### src/rtl/spq_pkg.sv
// Shared types and constants for the sorted priority queue.
// Used by spq_cell and by the sorted_priority_queue_decrease_key top level.
package spq_pkg;

    localparam int DEPTH  = 64;
    localparam int KEY_W  = 16;
    localparam int TAG_W  = 16;
    localparam int FUNC_W = 2;
    localparam int ST_W   = 2;
    localparam int CNT_W  = $clog2(DEPTH + 1);

    localparam logic [FUNC_W-1:0] FN_PUSH    = 2'd0;
    localparam logic [FUNC_W-1:0] FN_POP     = 2'd1;
    localparam logic [FUNC_W-1:0] FN_REORDER = 2'd2;

    localparam logic [ST_W-1:0] ST_OK       = 2'd0;
    localparam logic [ST_W-1:0] ST_EMPTY    = 2'd1;
    localparam logic [ST_W-1:0] ST_FULL     = 2'd2;
    localparam logic [ST_W-1:0] ST_NOTFOUND = 2'd3;

    typedef struct packed {
        logic [KEY_W-1:0] key;
        logic [TAG_W-1:0] tag;
    } t_entry;

    typedef struct packed {
        logic gt;
        logic lt;
        logic teq;
    } t_flags;

    typedef enum logic [1:0] {
        SEL_KEEP = 2'd0,
        SEL_PREV = 2'd1,
        SEL_NEXT = 2'd2,
        SEL_NEW  = 2'd3
    } t_sel;

    typedef struct packed {
        logic cmp_en;
        logic shift_en;
        t_sel sel;
    } t_cell_ctl;

endpackage

### src/rtl/spq_cell.sv
// One slot of the queue: holds a key and tag, compares against the broadcast beat.
// Depends on spq_pkg.
module spq_cell (
    input  logic                      i_clk,
    input  spq_pkg::t_cell_ctl        i_ctl,
    input  logic [spq_pkg::KEY_W-1:0] i_key,
    input  logic [spq_pkg::TAG_W-1:0] i_tag,
    input  spq_pkg::t_entry           i_prev,
    input  spq_pkg::t_entry           i_next,
    output spq_pkg::t_entry           o_entry,
    output spq_pkg::t_flags           o_flags
);
    import spq_pkg::*;

    t_entry r_entry;
    t_entry n_entry;
    t_flags r_flags;

    always_comb begin
        n_entry = r_entry;
        case (i_ctl.sel)
            SEL_KEEP: n_entry = r_entry;
            SEL_PREV: n_entry = i_prev;
            SEL_NEXT: n_entry = i_next;
            SEL_NEW: begin
                n_entry.key = i_key;
                n_entry.tag = i_tag;
            end
            default: n_entry = r_entry;
        endcase
    end

    always_ff @(posedge i_clk) begin
        if (i_ctl.shift_en) begin
            r_entry <= n_entry;
        end
        if (i_ctl.cmp_en) begin
            r_flags.gt  <= r_entry.key > i_key;
            r_flags.lt  <= r_entry.key < i_key;
            r_flags.teq <= r_entry.tag == i_tag;
        end
    end

    assign o_entry = r_entry;
    assign o_flags = r_flags;

endmodule

### config.mk
export PLATFORM = sky130hd
export DESIGN_NAME = spq_cell
export DESIGN_NICKNAME = d
export VERILOG_FILES = /design/src/rtl/spq_pkg.sv /design/src/rtl/spq_cell.sv
export SDC_FILE = /design/constraint.sdc
export NUM_CORES = 1
export LEC_CHECK = 0
export ABC_CLOCK_PERIOD_IN_PS = 5910
export BUFFER_PORTS_ARGS = -buffer_cell sky130_fd_sc_hd__buf_2
export CAP_MARGIN = 10
export CORE_AREA = 4 4 74 76
export CTS_BUF_LIST = sky130_fd_sc_hd__clkbuf_2
export DETAILED_ROUTE_END_ITERATION = 12
export DIE_AREA = 0 0 78 80
export PLACE_DENSITY_LB_ADDON = 0.05
export RECOVER_POWER = 50
export REMOVE_ABC_BUFFERS = 1
export SKIP_CTS_REPAIR_TIMING = 1
export SLEW_MARGIN = 20
export SYNTH_ARGS = -nofsm -noshare
export SYNTH_HDL_FRONTEND = slang
export SYNTH_SLANG_ARGS = --single-unit
export TNS_END_PERCENT = 20
### constraint.sdc
create_clock -name i_clk -period 5.91 [get_ports i_clk]
set_input_delay 0.8865 -clock i_clk [delete_from_list [all_inputs] [get_ports i_clk]]
set_output_delay 0.8865 -clock i_clk [all_outputs]
set_load 0.01 [all_outputs]
==> out/results.tsv, run 1 <==
stage	metric	value	unit
setup_path	worstReg2RegStart	o_entry[31]	
final_layout	ratio_of_cells_with_drive_above_1_in_the_final_layout	0.360	
timing	final.min_clock_period	3.23	ns
synth	synthesis.area_per_instance	10.3	um2
final_layout	multiInputGateArea	1150	um2
drt	route.vias.total	2089	
synth	netlist_area	2310	um2
setup_path	path_class	input port to register	
final_layout	num-fill-cells	408	
synth	synth.most_common_cell	sky130_fd_sc_hd__a21oi_1	
placement	port_buffers	135	
power	worst_ir_drop_vdd	0.120	mV
run_status	status	complete, but fails checks	
placement	routabilityCongestion	0.756	
final_layout	syn_to_final_growth	31.9	%
run_status	failed_checks	max-capacitance violations, max-slew violations	
synth	synth_sequential_area_ratio	0.454	
synth	synth.largest_area_cell	sky130_fd_sc_hd__edfxtp_1	
clock_tree	clk_latency	0.38	ns
floorplanning	core-area	4720	um2
floorplanning	start_util	0.490	
timing	timing.final.crit_share	0.546	
floorplanning	die_x	78	um
global_routing	grt_remaining_overflow	0	
floorplanning	floorplan.rows	25	
final_layout	inserted_diodes	0	
synth	synth-edff-count	35	
power	power_leakage	1.46	nW
clock_tree	cts_made_buffers	5	
clock_tree	cts-htree-levels	2	
timing	slew_headroom	-0.615	
min_path	worst_hold_path_type	register to register	
setup_path	critPathCaptureType	register	
timing	final-hold-violation-count	0	
timing	max_freq	310	MHz
global_routing	grt.total_usage	0.178	
clock_tree	numClockSinks	35	
timing	drv_slew	66	
timing	tightestPinTransition	2.42	ns
clock_tree	tritoncts	yes	
synth	synth-warning-count	0	
final_layout	register_area	1050	um2
drt	first_iter_violations	130	
floorplanning	dieArea	6240	um2
setup_path	timing.critical_path.fanout_max	65	
synth	synth.top_cells.by_area	sky130_fd_sc_hd__edfxtp_1, sky130_fd_sc_hd__mux2i_1, sky130_fd_sc_hd__a21oi_1	
timing	report.final.setup_viol	0	
final_layout	final_net_count	474	
clock_tree	register_clock_pin_slew_on_the_reported_worst_setup_and_hold_paths	0.17	ns
setup_path	setup.worst_path.start_class	input port	
drt	drc	0	
setup_path	required	5.97	ns
clock_tree	root_buffer	sky130_fd_sc_hd__clkbuf_2	
synth	dominantRegCellSynth	sky130_fd_sc_hd__edfxtp_1	
timing	setup_tns_final	0	ns
setup_path	worst_ep_arrival_time	3.28	ns
drt	avgRoutedWirePerCell	13.2	um
setup_path	crit_start	i_ctl[1]	
drt	drtAntennaViolNets	0	
power	power	602	uW
floorplanning	top_level_ports	136	
run	max_cap_viol_count	1	
global_routing	global_route_wire_length_before_repair	8720	um
timing	fin_worst_skew	0.00668	ns
drt	postRouteWirelength	5620	um
synth	synthTopCellsByCount	sky130_fd_sc_hd__a21oi_1, sky130_fd_sc_hd__edfxtp_1, sky130_fd_sc_hd__nor2_1	
floorplanning	die_h	80	um
power	cellPowerDensity	197	nW/um2
synth	synth_cell_types	25	
global_routing	antenna_violations_before_repair	0	
timing	rsz0062_at_grt	false	
drt	drt-vias-per-instance	4.92	
min_path	hold_start	o_entry[0]	
clock_tree	clockBufferDepth	2	
drt	firstDrtPassIters	4	
global_routing	via_count_of_the_first_global_routing_pass	1984	
synth	postSynthCellCount	224	
synth	yosysTopAreaCellShare	0.454	
global_routing	grt_max_degree	66	
synth	yosys_register_bits	35	
synth	ys_async_sr_fraction	0	
placement	dp.final_hpwl	4520	um
## worst max-delay path: stages
cell and delay (ns):
sky130_fd_sc_hd__clkbuf_1 1.70, sky130_fd_sc_hd__o21a_1 0.30, sky130_fd_sc_hd__buf_4 0.38
## cell usage in the layout, fill, tap and decap left out, types with 2 or more instances in the layout
| cell | synthesis | final |
|---|---|---|
| sky130_fd_sc_hd__o21ai_0 | 2 | 2 |
| sky130_fd_sc_hd__a21oi_1 | 40 | 40 |
| sky130_fd_sc_hd__mux2i_1 | 32 | 32 |
| sky130_fd_sc_hd__edfxtp_1 | 35 | 35 |
| sky130_fd_sc_hd__clkbuf_2 | 0 | 7 |
| sky130_fd_sc_hd__clkbuf_1 | 2 | 19 |
| sky130_fd_sc_hd__nor2_1 | 34 | 34 |
| sky130_fd_sc_hd__nand4_1 | 4 | 4 |
| sky130_fd_sc_hd__ha_1 | 16 | 16 |
| sky130_fd_sc_hd__buf_2 | 3 | 116 |
| sky130_fd_sc_hd__xnor2_1 | 16 | 16 |
| sky130_fd_sc_hd__inv_1 | 17 | 17 |
| sky130_fd_sc_hd__nand2_1 | 6 | 6 |
| sky130_fd_sc_hd__buf_4 | 2 | 2 |
## worst paths after layout
path	endpoint	slack, ns	depth (start not counted)
max	o_entry[24]	2.68	3
max reg2reg	o_flags[1]	4.14	5
min	o_flags[0]	0.73	3
min reg2reg	o_flags[0]	0.73	3
## state kept, by name, summed over array words and instances, names as in the netlist
| name | flops |
|---|---|
| o_entry | 32 |
| o_flags | 3 |
## metrics by stage
stage,util,setup WS (ns),std cells,hold WS [ns],area [um2]
global route,0.646,2.41,425,0.762,3050
floorplan,-,3.78,213,0.725,2260
detailed placement,0.643,3.27,417,0.692,3040
global placement,0.643,3.29,417,0.705,3040
CTS,0.651,3.70,425,0.721,3080
finish,0.646,2.68,425,0.732,3050
## layer usage
layer	part of all wire	global-route usage
met1	0.39	0.204
met3	0.072	0.0406
met4	0.011	0.0559
met5	0	0
met2	0.53	0.326
## where the power goes
group / internal [mW] / switching, mW / total [mW] / leakage, nW
Clock: 0.0323 / 0.0789 / 0.111 / 0.0330
Combinational: 0.0825 / 0.0897 / 0.172 / 1.09
Sequential: 0.304 / 0.0146 / 0.319 / 0.341
## cell families after synthesis
family,count (synthesis),share of synthesized area
AND/OR/NAND/NOR,50,0.103
flip-flops,35,0.454
multiplexers,32,0.138
XOR/XNOR,16,0.0606
buffers and inverters,28,0.0503
AO/OA/AOI/OAI,47,0.107
adder cells (fa/ha/maj),16,0.0865
## layout make-up
cell class / instances / area share
inverter: 17 / 0.0209
sequential: 35 / 0.344
multi-input combinational: 161 / 0.376
tap: 67 / 0.0275
clock buffer: 7 / 0.0115
timing repair buffer: 137 / 0.219
clock inverter: 1 / 0.00164
Power figures use the tool's default switching activity.
==> inputs of run 2 (changes only) <==
--- a/config.mk
+++ b/config.mk
@@ -5,13 +5,13 @@
 export SDC_FILE = /design/constraint.sdc
 export NUM_CORES = 1
 export LEC_CHECK = 0
-export ABC_CLOCK_PERIOD_IN_PS = 5910
+export ABC_CLOCK_PERIOD_IN_PS = 2900
 export BUFFER_PORTS_ARGS = -buffer_cell sky130_fd_sc_hd__buf_2
 export CAP_MARGIN = 10
-export CORE_AREA = 4 4 74 76
+export CORE_AREA = 4 4 81 83
 export CTS_BUF_LIST = sky130_fd_sc_hd__clkbuf_2
 export DETAILED_ROUTE_END_ITERATION = 12
-export DIE_AREA = 0 0 78 80
+export DIE_AREA = 0 0 85 87
 export PLACE_DENSITY_LB_ADDON = 0.05
 export RECOVER_POWER = 50
 export REMOVE_ABC_BUFFERS = 1
==> constraint.sdc (replaced) <==
create_clock -name i_clk -period 2.9 [get_ports i_clk]
set_input_delay 0.435 -clock i_clk [delete_from_list [all_inputs] [get_ports i_clk]]
set_output_delay 0.435 -clock i_clk [all_outputs]
set_load 0.01 [all_outputs]
==> out/results.tsv, run 2 (synthesized netlist as in run 1, its figures left out) <==
stage	metric	value	unit	change
power	power_leakage	1.51	nW	+3.2%
final_layout	syn_to_final_growth	33.7	%	
floorplanning	core-area	5850	um2	+24%
clock_tree	root_buffer	sky130_fd_sc_hd__clkbuf_2		
drt	route.vias.total	2122		+1.6%
floorplanning	top_level_ports	136		unchanged
timing	max_freq	465	MHz	
placement	port_buffers	135		unchanged
final_layout	finish.cell_count_without_fillers	434		+2.1%
power	power.share.switching	0.306		+0.00208
drt	avgRoutedWirePerCell	13.9	um	+5.0%
power	netSwitchingPower	374	uW	+100%
timing	rsz0062_at_grt	false		
timing	drv_slew	0		-100%
setup_path	crit_start	i_ctl[0]		
power	cellPowerDensity	394	nW/um2	+100%
timing	setup_tns_final	0	ns	unchanged
floorplanning	die_h	87	um	+8.8%
drt	drtAntennaViolNets	0		unchanged
final_layout	final_net_count	476		+0.42%
placement	routabilityCongestion	0.737		-2.6%
final_layout	largest_register_ffs	32		unchanged
global_routing	via_count_of_the_first_global_routing_pass	2215		+12%
power	power	1.22	mW	+100%
setup_path	critPathCaptureType	register		
global_routing	grt_remaining_overflow	0		unchanged
timing	timing.final.crit_share	0.741		
drt	postRouteWirelength	6030	um	+7.2%
setup_path	endpoint	o_entry[2]		
timing	slew_headroom	0.221		+0.836
final_layout	inserted_diodes	0		unchanged
power	p_clk_frac	0.173		-0.012
placement	dp.final_hpwl	4930	um	+9.1%
clock_tree	cts-htree-levels	2		unchanged
floorplanning	die_x	85	um	+9.0%
setup_path	path_class	input port to register		
setup_path	setup.worst_path.start_class	input port		
run_status	status	complete, no violations		
global_routing	grt.total_usage	0.164		-0.0133
drt	firstDrtPassIters	3		-1
clock_tree	cts_made_buffers	5		unchanged
drt	drc	0		unchanged
timing	final.hold.worst_slack	0.359	ns	-0.373 ns
global_routing	global_route_wire_length_before_repair	9710	um	+11%
final_layout	most_frequent_cells_in_the_layout	sky130_fd_sc_hd__buf_2, sky130_fd_sc_hd__a21oi_1, sky130_fd_sc_hd__edfxtp_1		
floorplanning	start_util	0.395		-0.0944
setup_path	required	3.00	ns	-2.97 ns
floorplanning	floorplan.rows	28		+12%
clock_tree	numClockSinks	35		unchanged
timing	tightestPinTransition	1.17	ns	-1.25 ns
power	internal_power	846	uW	+100%
timing	final.min_clock_period	2.15	ns	
global_routing	grt_max_degree	65		-1.5%
setup_path	timing.critical_path.fanout_max	14		-78%
timing	final-hold-violation-count	0		unchanged
setup_path	worstReg2RegStart	o_entry[31]		
setup_path	r2r_end	o_flags[1]		
setup_path	worst_ep_arrival_time	2.24	ns	-1.04 ns
power	p_seq_frac	0.531		+0.002
clock_tree	tritoncts	yes		
timing	report.final.setup_viol	0		unchanged
setup_path	setup.reg_to_reg.worst_slack	1.16	ns	-2.98 ns
run	max_cap_viol_count	0		-1
floorplanning	dieArea	7400	um2	+19%
clock_tree	clk_latency	0.38	ns	about the same
global_routing	antenna_violations_before_repair	0		unchanged
final_layout	commonest_non_fill_non_tap_cell_in_the_layout	sky130_fd_sc_hd__buf_2		
setup_path	worstRegToRegCells	5		unchanged
drt	first_iter_violations	20		-85%
placement	placed_cells_incl_taps	427		+2.4%
final_layout	ratio_of_cells_with_drive_above_1_in_the_final_layout	0.401		+0.0408
power	worst_ir_drop_vdd	0.187	mV	+56%
clock_tree	clockBufferDepth	2		unchanged
power	power.combinational.fraction	0.295		+0.009
min_path	worst_hold_path_type	input port to register		
timing	fin_worst_skew	0.0186	ns	+0.0119 ns
drt	drt-vias-per-instance	4.89		-0.53%
clock_tree	register_clock_pin_slew_on_the_reported_worst_setup_and_hold_paths	0.18	ns	about the same
run 2: changes by cell type in the layout (fill, tap and decap cells not counted), sizes merged:
cell,delta
buf,+16
clkinv,+1
clkbuf,-16
run 2: worst min-delay path by stage:
stage | cells past startpoint | from | endpoint | slack, ns
global placement | 1 | i_ctl[3] | o_flags[0] | 0.69
global route | 1 | i_ctl[3] | o_flags[0] | 0.33
CTS | 1 | i_ctl[3] | o_flags[0] | 0.28
floorplan | 0 | i_ctl[3] | o_flags[0] | 0.55
finish | 3 | i_prev[22] | o_entry[22] | 0.36
detailed placement | 1 | i_ctl[3] | o_flags[0] | 0.70
run 2: area by class of cell:
cell class                 count  area [um2]
fill                         573        2760
tap                           75        93.8
clock buffer                   5        25.0
multi-input combinational    161        1150
sequential                    35        1050
clock inverter                 2        8.76
timing repair buffer         139         706
inverter                      17        63.8
run 2: stage by stage:
step | util | worst slack, ns | instance area [um2]
after global routing | 0.529 | 0.608 | 3090
after CTS | 0.531 | 1.15 | 3110
after floorplan | - | 1.22 | 2260
after detailed placement | 0.525 | 1.02 | 3070
final | 0.529 | 0.751 | 3090
after global placement | 0.525 | 1.05 | 3070
run 2: power groups by stage:
stage                     registers (mW)  clock network, mW  logic, mW
after floorplan                    0.683                  0      0.157
after global placement             0.660                  0      0.364
after detailed placement           0.660                  0      0.370
after CTS                          0.649              0.221      0.370
after global routing               0.656              0.246      0.409
final                              0.648              0.212      0.360
run 2: per-layer routing:
metal | routed length, um | GRT usage | vias to the layer above
met2 | 3170 | 0.306 | 73
li1 | - | - | 1074
met4 | 58 | 0.0388 | 0
met3 | 470 | 0.0473 | 5
met1 | 2330 | 0.185 | 970
met5 | 0 | 0 | -
run 2: critical path: stages:
cell,delay (ns)
sky130_fd_sc_hd__clkbuf_1,0.57
sky130_fd_sc_hd__clkbuf_1,0.84
sky130_fd_sc_hd__mux2i_1,0.28
sky130_fd_sc_hd__a21oi_1,0.10
